[src/sv/iice_pkg.sv]
// ----------------------------------------------------------------------------
// iice_pkg: shared types and constants of the image intake CRC engine
// Opcodes, phase codes, register indexes, the result job record and the
// byte-wide CRC-32 update (reflected, polynomial 0xEDB88320).
// ----------------------------------------------------------------------------
package iice_pkg;

  // item opcodes
  typedef enum logic [1:0] {
    OP_START  = 2'd0,
    OP_DATA   = 2'd1,
    OP_FINISH = 2'd2,
    OP_ABORT  = 2'd3
  } op_t;

  // intake phase
  typedef enum logic [1:0] {
    PH_IDLE = 2'd0,
    PH_RECV = 2'd1,
    PH_DONE = 2'd2,
    PH_ERR  = 2'd3
  } phase_t;

  // configuration register indexes
  localparam int CFG_IDX_W  = 1;
  localparam int CFG_DATA_W = 20;
  localparam logic [CFG_IDX_W-1:0] REG_SLOT_SELECT = 1'b0;
  localparam logic [CFG_IDX_W-1:0] REG_IMAGE_SIZE  = 1'b1;

  // field widths
  localparam int SIZE_W = 20;
  localparam int ADDR_W = 24;
  localparam int WORD_W = 32;

  // fixed constants
  localparam logic [31:0]       CRC_POLY       = 32'hEDB8_8320;
  localparam logic [31:0]       CRC_ALL_ONES   = 32'hFFFF_FFFF;
  localparam logic [31:0]       MANIFEST_MAGIC = 32'h3143_5746;
  localparam logic [ADDR_W-1:0] SLOT0_BASE     = 24'hD0_0000;
  localparam logic [ADDR_W-1:0] SLOT1_BASE     = 24'hE0_0000;
  localparam logic [ADDR_W-1:0] DATA_OFFSET    = 24'h00_1000;
  localparam logic [SIZE_W-1:0] SIZE_MAX_BYTES = 20'hB_9000;
  localparam logic [SIZE_W-1:0] SIZE_MIN_BYTES = 20'h0_2000;

  // one job handed from the item logic to the output stage
  typedef struct packed {
    logic              manifest;    // expands into four manifest words
    logic              wr_valid;
    logic [ADDR_W-1:0] addr;        // slot base for a manifest
    logic [WORD_W-1:0] value;       // final crc for a manifest
    logic [SIZE_W-1:0] size;        // image size for a manifest
    logic              sector_end;
    phase_t            state;
  } iice_job_t;

  // fold one byte into the reflected crc
  function automatic logic [31:0] crc_byte(input logic [31:0] crc_in,
                                           input logic [7:0]  data);
    logic [31:0] c;
    c = crc_in ^ {24'h0, data};
    for (int b = 0; b < 8; b++) begin
      c = (c >> 1) ^ (CRC_POLY & {32{c[0]}});
    end
    return c;
  endfunction

endpackage

[src/sv/image_intake_crc_engine_top.sv]
// ----------------------------------------------------------------------------
// image_intake_crc_engine_top: firmware image intake with running CRC-32
// Start, data, finish and abort items drive the intake; data bytes leave as
// flash writes, finish leaves as four manifest words.
// ----------------------------------------------------------------------------
// Start, data and abort items can follow one another in every cycle while
// results are taken; each gives one transfer through the item and result
// registers. A finish that completes the image gives four transfers, so the
// result stage holds the next item until the last is taken; that stage sets
// the rate. Every data byte's crc update is an eight-step xor network
// between item and state registers. No clearing pass is needed after reset.
module image_intake_crc_engine_top #(
  parameter int SECTOR_BYTES = 4096
) (
  input  logic                            clk,
  input  logic                            rst,
  // configuration write channel
  input  logic                            cfg_valid,
  output logic                            cfg_ready,
  input  logic [iice_pkg::CFG_IDX_W-1:0]  cfg_index,
  input  logic [iice_pkg::CFG_DATA_W-1:0] cfg_data,
  // item stream
  input  logic                            s_tvalid,
  output logic                            s_tready,
  input  logic [7:0]                      s_tdata,  // [7:0] data_byte
  input  logic [1:0]                      s_tuser,  // [1:0] opcode
  // result stream
  output logic                            m_tvalid,
  input  logic                            m_tready,
  // [23:0] flash_address, [55:24] write_value, [56] sector_end,
  // [58:57] intake_state, [63:59] zero
  output logic [63:0]                     m_tdata,
  // [0] write_valid, [1] value_is_word
  output logic [1:0]                      m_tuser,
  output logic                            m_tlast
);
  import iice_pkg::*;

  logic      in_valid;
  op_t       in_op;
  logic [7:0] in_byte;
  logic      can_load;
  logic      go;
  iice_job_t job;

  assign go       = in_valid && can_load;
  assign s_tready = !in_valid || go;

  // item register
  always_ff @(posedge clk) begin
    if (rst) begin
      in_valid <= 1'b0;
    end else if (s_tvalid && s_tready) begin
      in_valid <= 1'b1;
    end else if (go) begin
      in_valid <= 1'b0;
    end
  end

  always_ff @(posedge clk) begin
    if (s_tvalid && s_tready) begin
      in_op   <= op_t'(s_tuser);
      in_byte <= s_tdata;
    end
  end

  iice_core #(
    .SECTOR_BYTES(SECTOR_BYTES)
  ) u_core (
    .clk       (clk),
    .rst       (rst),
    .cfg_valid (cfg_valid),
    .cfg_ready (cfg_ready),
    .cfg_index (cfg_index),
    .cfg_data  (cfg_data),
    .go        (go),
    .item_op   (in_op),
    .item_byte (in_byte),
    .job       (job)
  );

  iice_out u_out (
    .clk       (clk),
    .rst       (rst),
    .job_valid (in_valid),
    .job_in    (job),
    .can_load  (can_load),
    .m_tvalid  (m_tvalid),
    .m_tready  (m_tready),
    .m_tdata   (m_tdata),
    .m_tuser   (m_tuser),
    .m_tlast   (m_tlast)
  );

endmodule

[src/sv/iice_core.sv]
// ----------------------------------------------------------------------------
// iice_core: intake state and per-item logic
// Holds the configuration registers, phase, byte count, sector count and
// running crc; turns the registered item into one job for the output stage.
// ----------------------------------------------------------------------------
module iice_core #(
  parameter int SECTOR_BYTES = 4096
) (
  input  logic                          clk,
  input  logic                          rst,
  input  logic                          cfg_valid,
  output logic                          cfg_ready,
  input  logic [iice_pkg::CFG_IDX_W-1:0]  cfg_index,
  input  logic [iice_pkg::CFG_DATA_W-1:0] cfg_data,
  input  logic                          go,
  input  iice_pkg::op_t                 item_op,
  input  logic [7:0]                    item_byte,
  output iice_pkg::iice_job_t           job
);
  import iice_pkg::*;

  localparam int SEC_W = $clog2(SECTOR_BYTES);
  localparam logic [SEC_W-1:0] SEC_LAST = SEC_W'(SECTOR_BYTES - 1);

  logic              slot_select;
  logic [SIZE_W-1:0] image_size;
  phase_t            phase, phase_next;
  logic [SIZE_W-1:0] bytes_written, bytes_written_next;
  logic [SEC_W-1:0]  sec_cnt, sec_cnt_next;
  logic [31:0]       running_crc, running_crc_next;
  logic              held_slot, held_slot_next;
  logic [SIZE_W-1:0] held_size, held_size_next;
  logic              size_bad;
  logic [ADDR_W-1:0] base;

  assign cfg_ready = 1'b1;

  // configuration writes
  always_ff @(posedge clk) begin
    if (rst) begin
      slot_select <= 1'b0;
      image_size  <= '0;
    end else if (cfg_valid) begin
      case (cfg_index)
        REG_SLOT_SELECT: slot_select <= cfg_data[0];
        REG_IMAGE_SIZE:  image_size  <= cfg_data[SIZE_W-1:0];
        default: ;
      endcase
    end
  end

  assign size_bad = (image_size < SIZE_MIN_BYTES) || (image_size > SIZE_MAX_BYTES) ||
                    image_size[0];
  assign base     = held_slot ? SLOT1_BASE : SLOT0_BASE;

  // next state and job for the current item
  always_comb begin
    phase_next         = phase;
    bytes_written_next = bytes_written;
    sec_cnt_next       = sec_cnt;
    running_crc_next   = running_crc;
    held_slot_next     = held_slot;
    held_size_next     = held_size;
    job                = '0;
    case (item_op)
      OP_START: begin
        bytes_written_next = '0;
        sec_cnt_next       = '0;
        if (size_bad) begin
          phase_next = PH_ERR;
        end else begin
          held_slot_next   = slot_select;
          held_size_next   = image_size;
          running_crc_next = CRC_ALL_ONES;
          phase_next       = PH_RECV;
        end
      end
      OP_DATA: begin
        if (phase == PH_RECV && bytes_written < held_size) begin
          running_crc_next   = crc_byte(running_crc, item_byte);
          bytes_written_next = bytes_written + 1'b1;
          sec_cnt_next       = (sec_cnt == SEC_LAST) ? '0 : sec_cnt + 1'b1;
          job.wr_valid       = 1'b1;
          job.addr           = base + DATA_OFFSET + {{(ADDR_W-SIZE_W){1'b0}}, bytes_written};
          job.value          = {24'h0, item_byte};
          job.sector_end     = (sec_cnt == SEC_LAST) || (bytes_written_next == held_size);
        end
      end
      OP_FINISH: begin
        if (phase == PH_RECV && bytes_written == held_size) begin
          phase_next   = PH_DONE;
          job.manifest = 1'b1;
          job.wr_valid = 1'b1;
          job.addr     = base;
          job.value    = running_crc ^ CRC_ALL_ONES;
          job.size     = held_size;
        end else if (phase == PH_RECV || phase == PH_IDLE) begin
          phase_next = PH_ERR;
        end
      end
      OP_ABORT: begin
        if (phase == PH_RECV || phase == PH_IDLE) begin
          phase_next = PH_ERR;
        end
      end
      default: ;
    endcase
    job.state = phase_next;
  end

  // state update when the item moves on
  always_ff @(posedge clk) begin
    if (rst) begin
      phase         <= PH_IDLE;
      bytes_written <= '0;
      sec_cnt       <= '0;
      running_crc   <= CRC_ALL_ONES;
      held_slot     <= 1'b0;
      held_size     <= '0;
    end else if (go) begin
      phase         <= phase_next;
      bytes_written <= bytes_written_next;
      sec_cnt       <= sec_cnt_next;
      running_crc   <= running_crc_next;
      held_slot     <= held_slot_next;
      held_size     <= held_size_next;
    end
  end

endmodule

[src/sv/iice_out.sv]
// ----------------------------------------------------------------------------
// iice_out: result register and manifest sequencer
// Holds one job; a plain job leaves as one transfer, a manifest job as four
// word transfers (magic, size, crc, zero) at base, base+4, base+8, base+12.
// ----------------------------------------------------------------------------
module iice_out (
  input  logic                clk,
  input  logic                rst,
  input  logic                job_valid,
  input  iice_pkg::iice_job_t job_in,
  output logic                can_load,
  output logic                m_tvalid,
  input  logic                m_tready,
  output logic [63:0]         m_tdata,
  output logic [1:0]          m_tuser,
  output logic                m_tlast
);
  import iice_pkg::*;

  logic        out_valid;
  iice_job_t   job;
  logic [1:0]  beat;
  logic        last;
  logic        xfer;
  logic        load;
  logic [ADDR_W-1:0] addr;
  logic [WORD_W-1:0] value;

  assign last     = !job.manifest || (beat == 2'd3);
  assign xfer     = out_valid && m_tready;
  assign can_load = !out_valid || (m_tready && last);
  assign load     = can_load && job_valid;

  // result register and beat counter
  always_ff @(posedge clk) begin
    if (rst) begin
      out_valid <= 1'b0;
      beat      <= '0;
    end else if (load) begin
      out_valid <= 1'b1;
      beat      <= '0;
    end else if (xfer && last) begin
      out_valid <= 1'b0;
    end else if (xfer) begin
      beat <= beat + 1'b1;
    end
  end

  always_ff @(posedge clk) begin
    if (load) begin
      job <= job_in;
    end
  end

  // manifest word select
  always_comb begin
    addr  = job.addr;
    value = job.value;
    if (job.manifest) begin
      addr = job.addr + {{(ADDR_W-4){1'b0}}, beat, 2'b00};
      case (beat)
        2'd0:    value = MANIFEST_MAGIC;
        2'd1:    value = {{(WORD_W-SIZE_W){1'b0}}, job.size};
        2'd2:    value = job.value;
        default: value = '0;
      endcase
    end
  end

  assign m_tvalid = out_valid;
  assign m_tdata  = {5'b0, job.state, job.sector_end, value, addr};
  assign m_tuser  = {job.manifest, job.wr_valid};
  assign m_tlast  = last;

endmodule

[config.mk]
export PLATFORM = sky130hd
export DESIGN_NAME = image_intake_crc_engine_top
export DESIGN_NICKNAME = d
export VERILOG_FILES = /design/src/sv/iice_pkg.sv /design/src/sv/image_intake_crc_engine_top.sv /design/src/sv/iice_core.sv /design/src/sv/iice_out.sv
export SDC_FILE = /design/constraint.sdc
export NUM_CORES = 1
export LEC_CHECK = 0
export BUFFER_PORTS_ARGS = -buffer_cell sky130_fd_sc_hd__buf_2
export CORE_MARGIN = 4
export CORE_UTILIZATION = 64
export CTS_CLUSTER_DIAMETER = 60
export DETAILED_ROUTE_END_ITERATION = 12
export PLACE_DENSITY = 0.92
export SLEW_MARGIN = 20
export SYNTH_ARGS = -nofsm -noshare
export SYNTH_HDL_FRONTEND = slang
export SYNTH_SLANG_ARGS = --single-unit
[constraint.sdc]
create_clock -name clk -period 8.25 [get_ports clk]
set_input_delay 0.825 -clock clk [delete_from_list [all_inputs] [get_ports clk]]
set_output_delay 0.825 -clock clk [all_outputs]
set_load 0.005 [all_outputs]
Word level (Yosys, flattened, before mapping)

Index checks and enable logic that the tools add are counted.

Add/sub/neg operators: 6
Order comparisons: 3
Equality and inequality tests: 12
Multiplexer cells: 23
Bitwise gates (word level): 13
Reductions and logical operators: 32

Operators with widths:

| operator               | count |
|---|---|
| $xor 31x32->32         | 8 |
| $pmux 57 s2            | 1 |
| $mux 32                | 3 |
| $pmux 32 s3            | 1 |
| $mux 78                | 1 |
| $pmux 32 s2            | 1 |
| $mux 57                | 1 |
| $eq 20x20->1           | 2 |
| $pmux 20 s2            | 1 |
| $not 32->32            | 1 |
| $xor 32x8->32          | 1 |
| $add 24x13->24 const B | 1 |
| $add 24x20->24         | 1 |
| $add 24x4->24          | 1 |
| $mux 12                | 2 |
| $mux 24                | 1 |
| $pmux 12 s2            | 1 |
| $mux 22                | 1 |
| $add 20x1->20 const B  | 1 |
| $gt 20x20->1 const B   | 1 |
| $lt 20x14->1 const B   | 1 |
| $lt 20x20->1           | 1 |
| $mux 20                | 1 |
| $add 12x1->12 const B  | 1 |
| 19 further kinds       | 54 |

Bits in registers: 203
Output and inout port bits: 70
Word-level logic and storage cells: 109

Logic depth before layout (Yosys ltp)

Gate-level depths: netlist (run 1).

Word-level depth: 11
Mapped depth: 11
Mapped depth without buffers: 9

Hierarchy

Synthesis (run 1) repeated with hierarchy kept, for this count alone.

Cell total of the unflattened synthesis: 1181
Area total of the unflattened synthesis: 11275.8 µm²

Modules (own cells, without submodules):

| module                      | times used | cells an instance | area an instance (µm²) | sequential area each (µm²) |
|---|---|---|---|---|
| iice_core                   | 1          | 914               | 7307.0                 | 2162.1 |
| iice_out                    | 1          | 251               | 3606.0                 | 2492.4 |
| image_intake_crc_engine_top | 1          | 16                | 362.8                  | 320.3 |

Worst setup path after synthesis (run 1)

OpenSTA, ideal clock, no wires.

Path kind: in2reg
Start point: input port m_tready
End point: register u_core.bytes_written[6]
Library setup time: 0.070 ns
Arrival time: 3.133 ns
Required time: 8.180 ns
Setup slack: 5.046 ns
Cell stages on the path: 7
Cell sequence: a21boi_1 > nand2b_4 > inv_2 > nand4_2 > buf_2 > or4_1 > a21oi_1

Cells in the longest elaborated chain, start to end: 4

Ends and longest elaborated chain:

| element                    | RTL line                          | source |
|---|---|---|
| start: declaration         | image_intake_crc_engine_top.sv:29 | `input logic m_tready,` |
| $logic_and 1x1->1          | iice_out.sv:31                    | `assign can_load = !out_valid \|\| (m_tready && last);` |
| $logic_or 1x1->1           | iice_out.sv:31                    |  |
| $logic_and 1x1->1          | image_intake_crc_engine_top.sv:46 | `assign go = in_valid && can_load;` |
| named net go               | image_intake_crc_engine_top.sv:43 | `logic go;` |
| $reduce_and 3->1 (no line) | -                                 |  |
| end signal: assignment     | iice_core.sv:122                  | `bytes_written <= bytes_written_next;` |
| end: declaration           | iice_core.sv:28                   | `logic [SIZE_W-1:0] bytes_written, bytes_written_next;` |

The timed path passes the listed nets, and every way through them passes these cells.
A chain may end at the register's enable or synchronous reset.

Worst setup path after layout (run 1)

Start point: register u_core.bytes_written[5]
End point: register u_core.running_crc[22]

Cells in the longest elaborated chain, start to end: 4

Ends and longest elaborated chain:

| element                    | RTL line         | source |
|---|---|---|
| $lt 20x20->1               | iice_core.sv:79  | `if (phase == PH_RECV && bytes_written < held_size) begin` |
| $logic_and 1x1->1          | iice_core.sv:79  |  |
| $ne 2x1->1 (no line)       | -                |  |
| $reduce_and 4->1 (no line) | -                |  |
| end signal: assignment     | iice_core.sv:124 | `running_crc <= running_crc_next;` |
| end: declaration           | iice_core.sv:30  | `logic [31:0] running_crc, running_crc_next;` |

Every way passes these cells.

==> out/qor.yml, run 1 <==
timing:
  max_slew_margin_pct: 26.1
  skew_ps: 10.7
  rsz0062_at_grt: "false"
  period_share_pct: 46.7
  period_needed_ps: 3850
  hold_viol_final: 0
  setup_viol: 0
  worst_pin_slew_ps: 1110
  timing.fmax_mhz: 260
  final_max_slew_viol_count: 0
  tns_ps: 0
clock_tree:
  clkTransAtPathRegs_ps: 60
  clock_path_buffers: 3
  holdBufCountCts: 0
  ctsResizeCount: 0
  post_cts_buffers: 0
  cts_tree: "built"
  cts-root-buf: "clkbuf_16"
  htree_levels: 1
  numCtsBuffers: 21
  clkLatencyLatePin_ps: 500
  cts.sinks: 202
global_route:
  gr-total-overflow: 0
  track_usage_pct: 28.9
  antenna_found_initial: 0
  grt_pass1_vias: 8348
  grt_first_pass_wirelength_um: 43300
  grt_max_degree: 89
logic_synthesis:
  yosysSeqAreaShare_pct: 46.0
  synthCells: 1153
  syn_area_sq_mm: 0.0107
  avgSynthCellArea_sq_um: 9.32
  synth-seq-cells: 202
  synth_edf_count: 90
  synth_cell_type_count: 69
  yosysWarnings: 0
  synthFlopType: "dfxtp_1"
  async_flop_share_pct: 0
finish:
  drive_above_1_share_pct: 13.5
  final_common_cell: "nand2_1"
  area_growth_pct: 10.6
  final_area_sq_mm: 0.0119
  fillers: 1130
  final_cell_mix: "nand2_1, dfxtp_1, nor2_1"
  fin_nets: 1278
  diodes: 0
placement:
  place_area_sq_mm: 0.0112
  io_buffers: 99
  dp_hpwl_um: 19400
  gp_congestion: 1.01
floorplan:
  ios: 106
  fp.dieW_um: 138
  fp.dieArea_sq_mm: 0.0189
  die_height_um: 138
  rows: 47
  core-area_sq_mm: 0.0165
  initial_utilization_pct: 65.0
route:
  wl_um: 27800
  vias_per_cell: 6.31
  vias: 9094
  ant_nets: 0
  drtIter0Drc: 1164
  firstDrtPassIters: 7
  drcViolationCount: 0
  wl_per_cell_um: 19.3
setup_path:
  reg2reg_depth: 9
  worstReg2RegStart: "u_core.bytes_written[5]"
  critical_path_class: "reg -> reg"
  start_kind: "register"
  critPathArrivalTime_ps: 4270
  regToRegSetupSlack_ps: 4400
  cp_data_required_time_ps: 8670
  end_kind: "register"
  reg2reg_to: "u_core.running_crc[22]"
  path_max_fanout: 32
pwr:
  p_clk_share_pct: 41.1
  p_int_uw: 1670
  p_leak_uw: 0.00445
  power_density_mw_per_mm2: 185
  netSwitchingPower_uw: 537
  switching_share_pct: 24.4
  peakVddDrop_mv: 0.164
  pwr-share-comb_pct: 9.4
  seq_power_share_pct: 49.5
min_path:
  hold_class: "reg -> reg"
  hold_path_end: "u_core.image_size[0]"
  hold_path_depth: 2
  min_from: "u_core.image_size[0]"
flow_run:
  cap_violations: 0
outcome:
  status: "finished clean"
-- power by group through the flow --
stage | Sequential (uW) | Clock, uW | Combinational [uW]
3_5_place_dp | 1110 | 0 | 200
2_1_floorplan | 1100 | 0 | 148
6_report | 1090 | 906 | 206
5_1_grt | 1090 | 953 | 223
4_1_cts | 1090 | 905 | 203
3_3_place_gp | 1110 | 0 | 193
-- sequential cells by signal, summed over array words and instances (netlist names), 3 cells and up --
register              flops
in_byte                   8
u_core.bytes_written     20
u_core.held_size         20
u_core.image_size        20
u_core.running_crc       32
u_core.sec_cnt           12
u_out.job                76
u_out.m_tdata             3
-- through the flow --
step / power [uW] / setup WS, ps / instances / util (%) / hold slack (ps)
2_1_floorplan: 1250 / 5050 / 1157 / - / 436
3_3_place_gp: 1300 / 4220 / 1403 / 67.8 / 446
3_5_place_dp: 1310 / 4350 / 1404 / 68.0 / 451
4_1_cts: 2200 / 4240 / 1442 / 71.9 / 459
5_1_grt: 2270 / 4180 / 1442 / 71.9 / 488
6_report: 2200 / 4400 / 1442 / 71.9 / 456
-- synthesized netlist by cell type (7+ instances only) --
library cell,count,area share [%]
xor2_1,37,3.0
edfxtp_1,90,25
buf_4,18,1.3
and3_1,26,1.5
mux2i_1,25,2.3
nor2_1,105,3.7
o21ai_0,40,1.9
a31oi_1,42,2.4
nand2_1,127,4.4
inv_1,42,1.5
xnor2_1,80,6.5
nor3_1,61,2.8
ha_1,34,4.0
dfxtp_1,112,21
a22o_1,10,0.82
or3_1,10,0.58
xnor2_2,7,1.1
clkbuf_1,38,1.3
nand4_1,9,0.52
and2_1,14,0.82
nand2b_1,8,0.47
a21oi_1,68,3.2
buf_2,22,1.0
nand3_1,33,1.5
nand3b_1,8,0.56
-- worst max path at each step --
stage | startpoint | to | slack, ps | cells past startpoint
floorplan | m_tready | u_core.bytes_written[6] | 5050 | 7
global placement | m_tready | u_core.running_crc[19] | 4220 | 9
detailed placement | m_tready | u_core.sec_cnt[6] | 4350 | 9
CTS | u_core.held_size[15] | u_out.job[29] | 4240 | 8
global route | u_out.beat[1] | u_core.running_crc[22] | 4180 | 11
finish | u_core.bytes_written[5] | u_core.running_crc[22] | 4400 | 9
-- layout make-up --
cell class	count	area, sq um	area share, %
Multi-Input combinational cell	831	5270	44.4
Sequential cell	202	4940	41.6
Timing Repair Buffer	107	576	4.84
Clock buffer	30	569	4.79
Tap cell	220	275	2.32
Inverter	44	166	1.40
Clock inverter	8	78.8	0.663
-- per-layer routing --
metal / vias to the layer above / global-route usage (%) / part of all wire, %
met5: - / 0 / 0
met4: 0 / 9.76 / 3.6
met3: 99 / 5.48 / 12
met2: 595 / 46.6 / 46
met1: 4266 / 39.3 / 38
li1: 4134 / - / -
-- cells by family after synthesis --
| group | after synthesis | synth area share [%] |
|---|---|---|
| muxes | 27 | 2.54 |
| buffers and inverters | 124 | 5.22 |
| and+or+nand+nor | 439 | 20.2 |
| AOI/OAI and AO/OA | 200 | 11.2 |
| xor gates and xnor gates | 124 | 10.6 |
| DFF | 202 | 46.0 |
| other | 2 | 0.0699 |
| adders and majority gates | 35 | 4.15 |
-- critical path: stages, from the launching register on --
cell,delay [ps]
dfxtp_1,630
ha_1,340
a21oi_1,160
o21ai_0,150
a221oi_2,400
nand4_2,640
a21oi_4,930
buf_16,240
nor3_1,70
a31oi_1,200
(Power assumes the default switching activity.)
==> inputs of run 2 (changes only) <==
- ABC_AREA: not set -> 1
- CORE_UTILIZATION: 64 -> 54
- PLACE_DENSITY: 0.92 -> 0.83
- clock period: 8.25 -> 3.1 ns (I/O delays scaled with it)
==> run 2 against run 1 <==
Sequential share of layout area decreased by 3.5 points. Global-route usage fell by 4.2 points. First-iteration DRC count fell by 7.3%. Cell count rose by 28%. Non-clock buffer count rose by 27. Critical path type is now reg -> out.
==> out/qor.yml, run 2 <==
outcome:
  status: "finished clean"
setup_path:
  end_kind: "output port"
  cp_data_required_time_ps: 2790
  critPathArrivalTime_ps: 2680
  critical_path_class: "reg -> out"
  path_max_fanout: 4
  start_kind: "register"
finish:
  fin_util_pct: 63.4
  fin_nets: 1635
  area_growth_pct: 13.9
  drive_above_1_share_pct: 14.6
  regMostFlops: "u_out.job"
  layout.cells.non_filler: 1849
  diodes: 0
  largestRegisters: "u_out.job (76), u_core.running_crc (32)"
  final_cell_mix: "nand2_1, nor2_1, inv_1"
  largest_reg_flops: 76
  final_common_cell: "nand2_1"
timing:
  worst_pin_slew_ps: 776
  setup_viol: 0
  skew_ps: 13.3
  tns_ps: 0
  period_share_pct: 96.4
  final_max_slew_viol_count: 0
  hold_viol_final: 0
  period_needed_ps: 2990
  max_slew_margin_pct: 48.3
  timing.fmax_mhz: 334
  final.setup.worst_slack_ps: 110
logic_synthesis:
  synth_edf_count: 90
  yosysMostFrequentCell: "nand2_1"
  avgSynthCellArea_sq_um: 7.77
  yosysTopAreaCell: "edfxtp_1"
  netlist.area_leader.share_pct: 23.7
  syn_area_sq_mm: 0.0114
  synth_cell_type_count: 51
  netlist_top_cells_count: "nand2_1, nor2_1, inv_1"
  yosysWarnings: 0
  async_flop_share_pct: 0
  synthFlopType: "dfxtp_1"
  synth-seq-cells: 202
  yosysSeqAreaShare_pct: 43.4
  yosys-top-cells-area: "edfxtp_1, dfxtp_1, nand2_1"
  synthCells: 1466
route:
  vias: 10300
  drcViolationCount: 0
  firstDrtPassIters: 8
  drtIter0Drc: 1079
  wl_per_cell_um: 16.3
  ant_nets: 0
  vias_per_cell: 5.58
  wl_um: 30200
global_route:
  grt_max_degree: 46
  grt_pass1_vias: 9547
  gr-total-overflow: 0
  track_usage_pct: 24.7
  grt_first_pass_wirelength_um: 48100
  antenna_found_initial: 0
clock_tree:
  clkLatencyLatePin_ps: 510
  htree_levels: 1
  clkTransAtPathRegs_ps: 60
  cts_tree: "built"
  cts.sinks: 202
  cts-root-buf: "clkbuf_16"
  numCtsBuffers: 21
  clock_path_buffers: 3
floorplan:
  core-area_sq_mm: 0.0205
  fp.dieArea_sq_mm: 0.0235
  die_height_um: 153
  fp.dieW_um: 153
  initial_utilization_pct: 55.6
  rows: 52
  ios: 106
placement:
  place_ws_ps: 392
  gp_congestion: 0.961
  dp_hpwl_um: 21600
  io_buffers: 99
  place_inst: 1797
pwr:
  p_leak_uw: 0.00546
  power_density_mw_per_mm2: 484
  peakVddDrop_mv: 0.449
min_path:
  hold_class: "in -> reg"
flow_run:
  cap_violations: 0
-- run 2: changes by cell type in the layout (fill, tap and decap cells not counted), moves of 49 or more --
| cell | previous run | this run |
|---|---|---|
| nor2_1 | 105 | 176 |
| xnor2_1 | 80 | 17 |
| nand3_1 | 33 | 124 |
| nor3_1 | 61 | 12 |
| inv_1 | 42 | 157 |
| nand2_1 | 126 | 303 |
-- run 2: power breakdown --
part / total, uW / internal, uW / leakage (uW) / switching [uW]
clock: 2460 / 1420 / 0.000324 / 1050
sequential: 2980 / 2890 / 0.00178 / 90.0
combinational: 847 / 316 / 0.00336 / 531
-- run 2: final timing paths --
kind,from,to,slack (ps),depth (start not counted)
worst max-delay path,u_out.job[58],m_tdata[21],110,11
worst min-delay path,cfg_data[12],u_core.image_size[12],60,3
worst max register to register,u_core.bytes_written[7],u_core.running_crc[3],400,12
worst min register to register,u_core.phase[0],u_core.phase[0],480,2
-- run 2: worst max-delay path, stage by stage (launching register included) --
cell      delay, ps
edfxtp_1        420
ha_1            310
nand3_1          80
nand2_1          90
nand3_1          70
nor2_1          220
nand2_2         150
nor3_4          210
nand4_1         200
nor2_1          170
xor2_1          140
buf_2           120
-- run 2: per-layer routing --
layer	track usage, %	vias up	wire length, um
met5	0	-	0
met4	7.64	0	884
met3	4.21	70	2960
met2	39.6	529	13600
met1	34.4	4731	12700
li1	-	4985	-
-- run 2: layout make-up --
class / count / area, sq um
fillers: 1772 / 7510
multi-input cells: 1032 / 5540
flip-flops and latches: 202 / 4950
repair buffers: 134 / 846
inverters: 173 / 651
clock buffers: 25 / 541
well taps: 270 / 338
clock inverters: 13 / 116
-- run 2: cells by family after synthesis --
family                   count (synthesis)  share of synthesized area [%]
adder cells (fa/ha/maj)                 35                           3.91
other                                    2                         0.0659
flip-flops                             202                           43.4
AND/OR/NAND/NOR                        713                           27.6
XOR/XNOR                                74                           7.00
AO/OA/AOI/OAI                          204                           9.56
buffers and inverters                  236                           8.43
-- run 2: stage by stage --
step	power, uW	hold slack [ps]	area (sq um)
finish	6280	62.3	13000
floorplan	3620	409	11400
CTS	6300	57.1	12900
global placement	3820	468	12200
global route	6550	71.8	13000
detailed placement	3850	471	12200
-- run 2: repair_timing --
item	4_1_cts	5_1_grt
pin swaps	0	3
resized for setup	1	12
setup endpoints to repair	2	6
buffers inserted	0	4
hold endpoints to repair	10	0
hold buffers	10	0
==> inputs of run 3 (changes only) <==
- BUFFER_PORTS_ARGS: -buffer_cell sky130_fd_sc_hd__buf_2 -> not set
- CORE_UTILIZATION: 54 -> 58
- DONT_BUFFER_PORTS: not set -> 1
==> run 3 against run 2 <==
Total power grew 4.7%. Clock skew grew 5.3 ps. Final area shrank 2.0%. Register-to-register slack gained 90 ps. Sequential share of layout area grew 0.74 points. Die area shrank 6.5%. First-iteration DRC count grew 4.3%. Clock-buffer cell count grew 5. Via count shrank 3.2%. Critical path depth grew 1. Critical path type unchanged. Largest power group unchanged.
==> out/qor.yml, run 3 (synthesis results as in run 2) <==
global_route:
  grt_pass1_vias: 9137
  track_usage_pct: 27.2
  antenna_found_initial: 0
  grt_max_degree: 47
  grt_first_pass_wirelength_um: 47900
  gr-total-overflow: 0
setup_path:
  critical_path_class: "reg -> out"
  path_max_fanout: 6
  start_kind: "register"
  crit_chain: "ha_1 > inv_1 > fa_1 > inv_1 > nand3_1 > nor2_1 > nand3_1 > nor3_4 > nand3_1 > nor2_1 > xnor2_1 > inv_1"
  slowest_delay_ps: 390
  worstReg2RegStart: "u_core.held_size[17]"
  crit_start: "u_out.beat[0]"
  end_kind: "output port"
  cp_data_required_time_ps: 2790
  cp_slowest_cell: "dfxtp_2"
  critPathArrivalTime_ps: 2580
placement:
  io_buffers: 0
  gp_congestion: 0.904
  dp_hpwl_um: 22300
  place_inst: 1696
finish:
  area_growth_pct: 11.7
  final_common_cell: "nand2_1"
  largestRegisters: "u_out.job (76), u_core.running_crc (32)"
  drive_above_1_share_pct: 8.92
  largest_reg_flops: 76
  final_cell_mix: "nand2_1, nor2_1, inv_1"
  regMostFlops: "u_out.job"
  layout.cells.non_filler: 1767
  fin_nets: 1556
  diodes: 0
floorplan:
  initial_utilization_pct: 58.7
  die_height_um: 148
  fp.dieW_um: 148
  ios: 106
  core-area_sq_mm: 0.0194
  fp.dieArea_sq_mm: 0.0220
  rows: 51
route:
  wl_per_cell_um: 17.4
  wl_um: 30800
  vias_per_cell: 5.65
  vias: 9983
  drcViolationCount: 0
  ant_nets: 0
  firstDrtPassIters: 6
  drtIter0Drc: 1125
timing:
  timing.fmax_mhz: 346
  period_needed_ps: 2890
  period_share_pct: 93.3
  worst_pin_slew_ps: 844
  final_max_slew_viol_count: 0
  tns_ps: 0
  hold_viol_final: 0
  max_slew_margin_pct: 43.8
  rsz0062_at_grt: "false"
  setup_viol: 0
  skew_ps: 18.6
clock_tree:
  numCtsBuffers: 23
  clkTransAtPathRegs_ps: 50
  cts_tree: "built"
  clock_path_buffers: 3
  htree_levels: 1
  clkLatencyLatePin_ps: 520
  cts.sinks: 202
  cts-root-buf: "clkbuf_16"
min_path:
  hold_class: "in -> reg"
  min_from: "m_tready"
pwr:
  power_density_mw_per_mm2: 517
  peakVddDrop_mv: 0.453
  p_leak_uw: 0.00518
outcome:
  status: "finished clean"
flow_run:
  cap_violations: 0
[run 3: final timing paths]
kind	end	slack (ps)	depth (start not counted)
min	u_out.beat[0]	5	2
max	m_tdata[22]	210	12
max reg2reg	u_core.bytes_written[5]	490	13
min reg2reg	u_core.held_size[0]	490	2
[run 3: timing repair]
action | CTS | global route
pin swaps | 0 | 0
hold buffers | 29 | 0
resized for setup | 1 | 5
setup buffers | 0 | 0
setup endpoints to repair | 1 | 3
hold endpoints to repair | 53 | 0
[run 3: worst max-delay path, delay by kind of cell (launching register included)]
family	cells	cell delay (ps)
simple gates	6	800
flops	1	390
xor+xnor	1	130
fa+ha+maj	2	550
buf+inv	3	210
[run 3: power by group]
part           total (uW)  internal [uW]  switching, uW
Sequential           2990           2890           98.1
Combinational         818            292            526
Clock                2780           1690           1090
Total                6580           4870           1710
[run 3: through the flow]
step	util, %	area (sq um)	hold slack [ps]	worst slack [ps]	power, uW
3_5_place_dp	60.0	11600	385	491	3800
6_report	65.6	12700	5.25	207	6580
3_3_place_gp	60.0	11600	385	577	3770
2_1_floorplan	-	11400	409	165	3620
4_1_cts	65.5	12700	0.617	84.5	6590
5_1_grt	65.6	12700	21.2	3.33	6830
[run 3: per-layer routing]
layer | up-vias | track usage [%] | routed length (um)
met4 | 0 | 10.5 | 1190
met2 | 463 | 42.5 | 13800
met5 | - | 0 | 0
met3 | 75 | 5.58 | 2780
met1 | 4612 | 37.3 | 13000
li1 | 4833 | - | -
[run 3: layout make-up]
type	count	area (sq um)
Inverter	173	652
Clock inverter	12	144
Tap cell	265	332
Clock buffer	30	632
Sequential cell	202	4950
Timing Repair Buffer	53	493
Fill cell	1611	6670
Multi-Input combinational cell	1032	5530
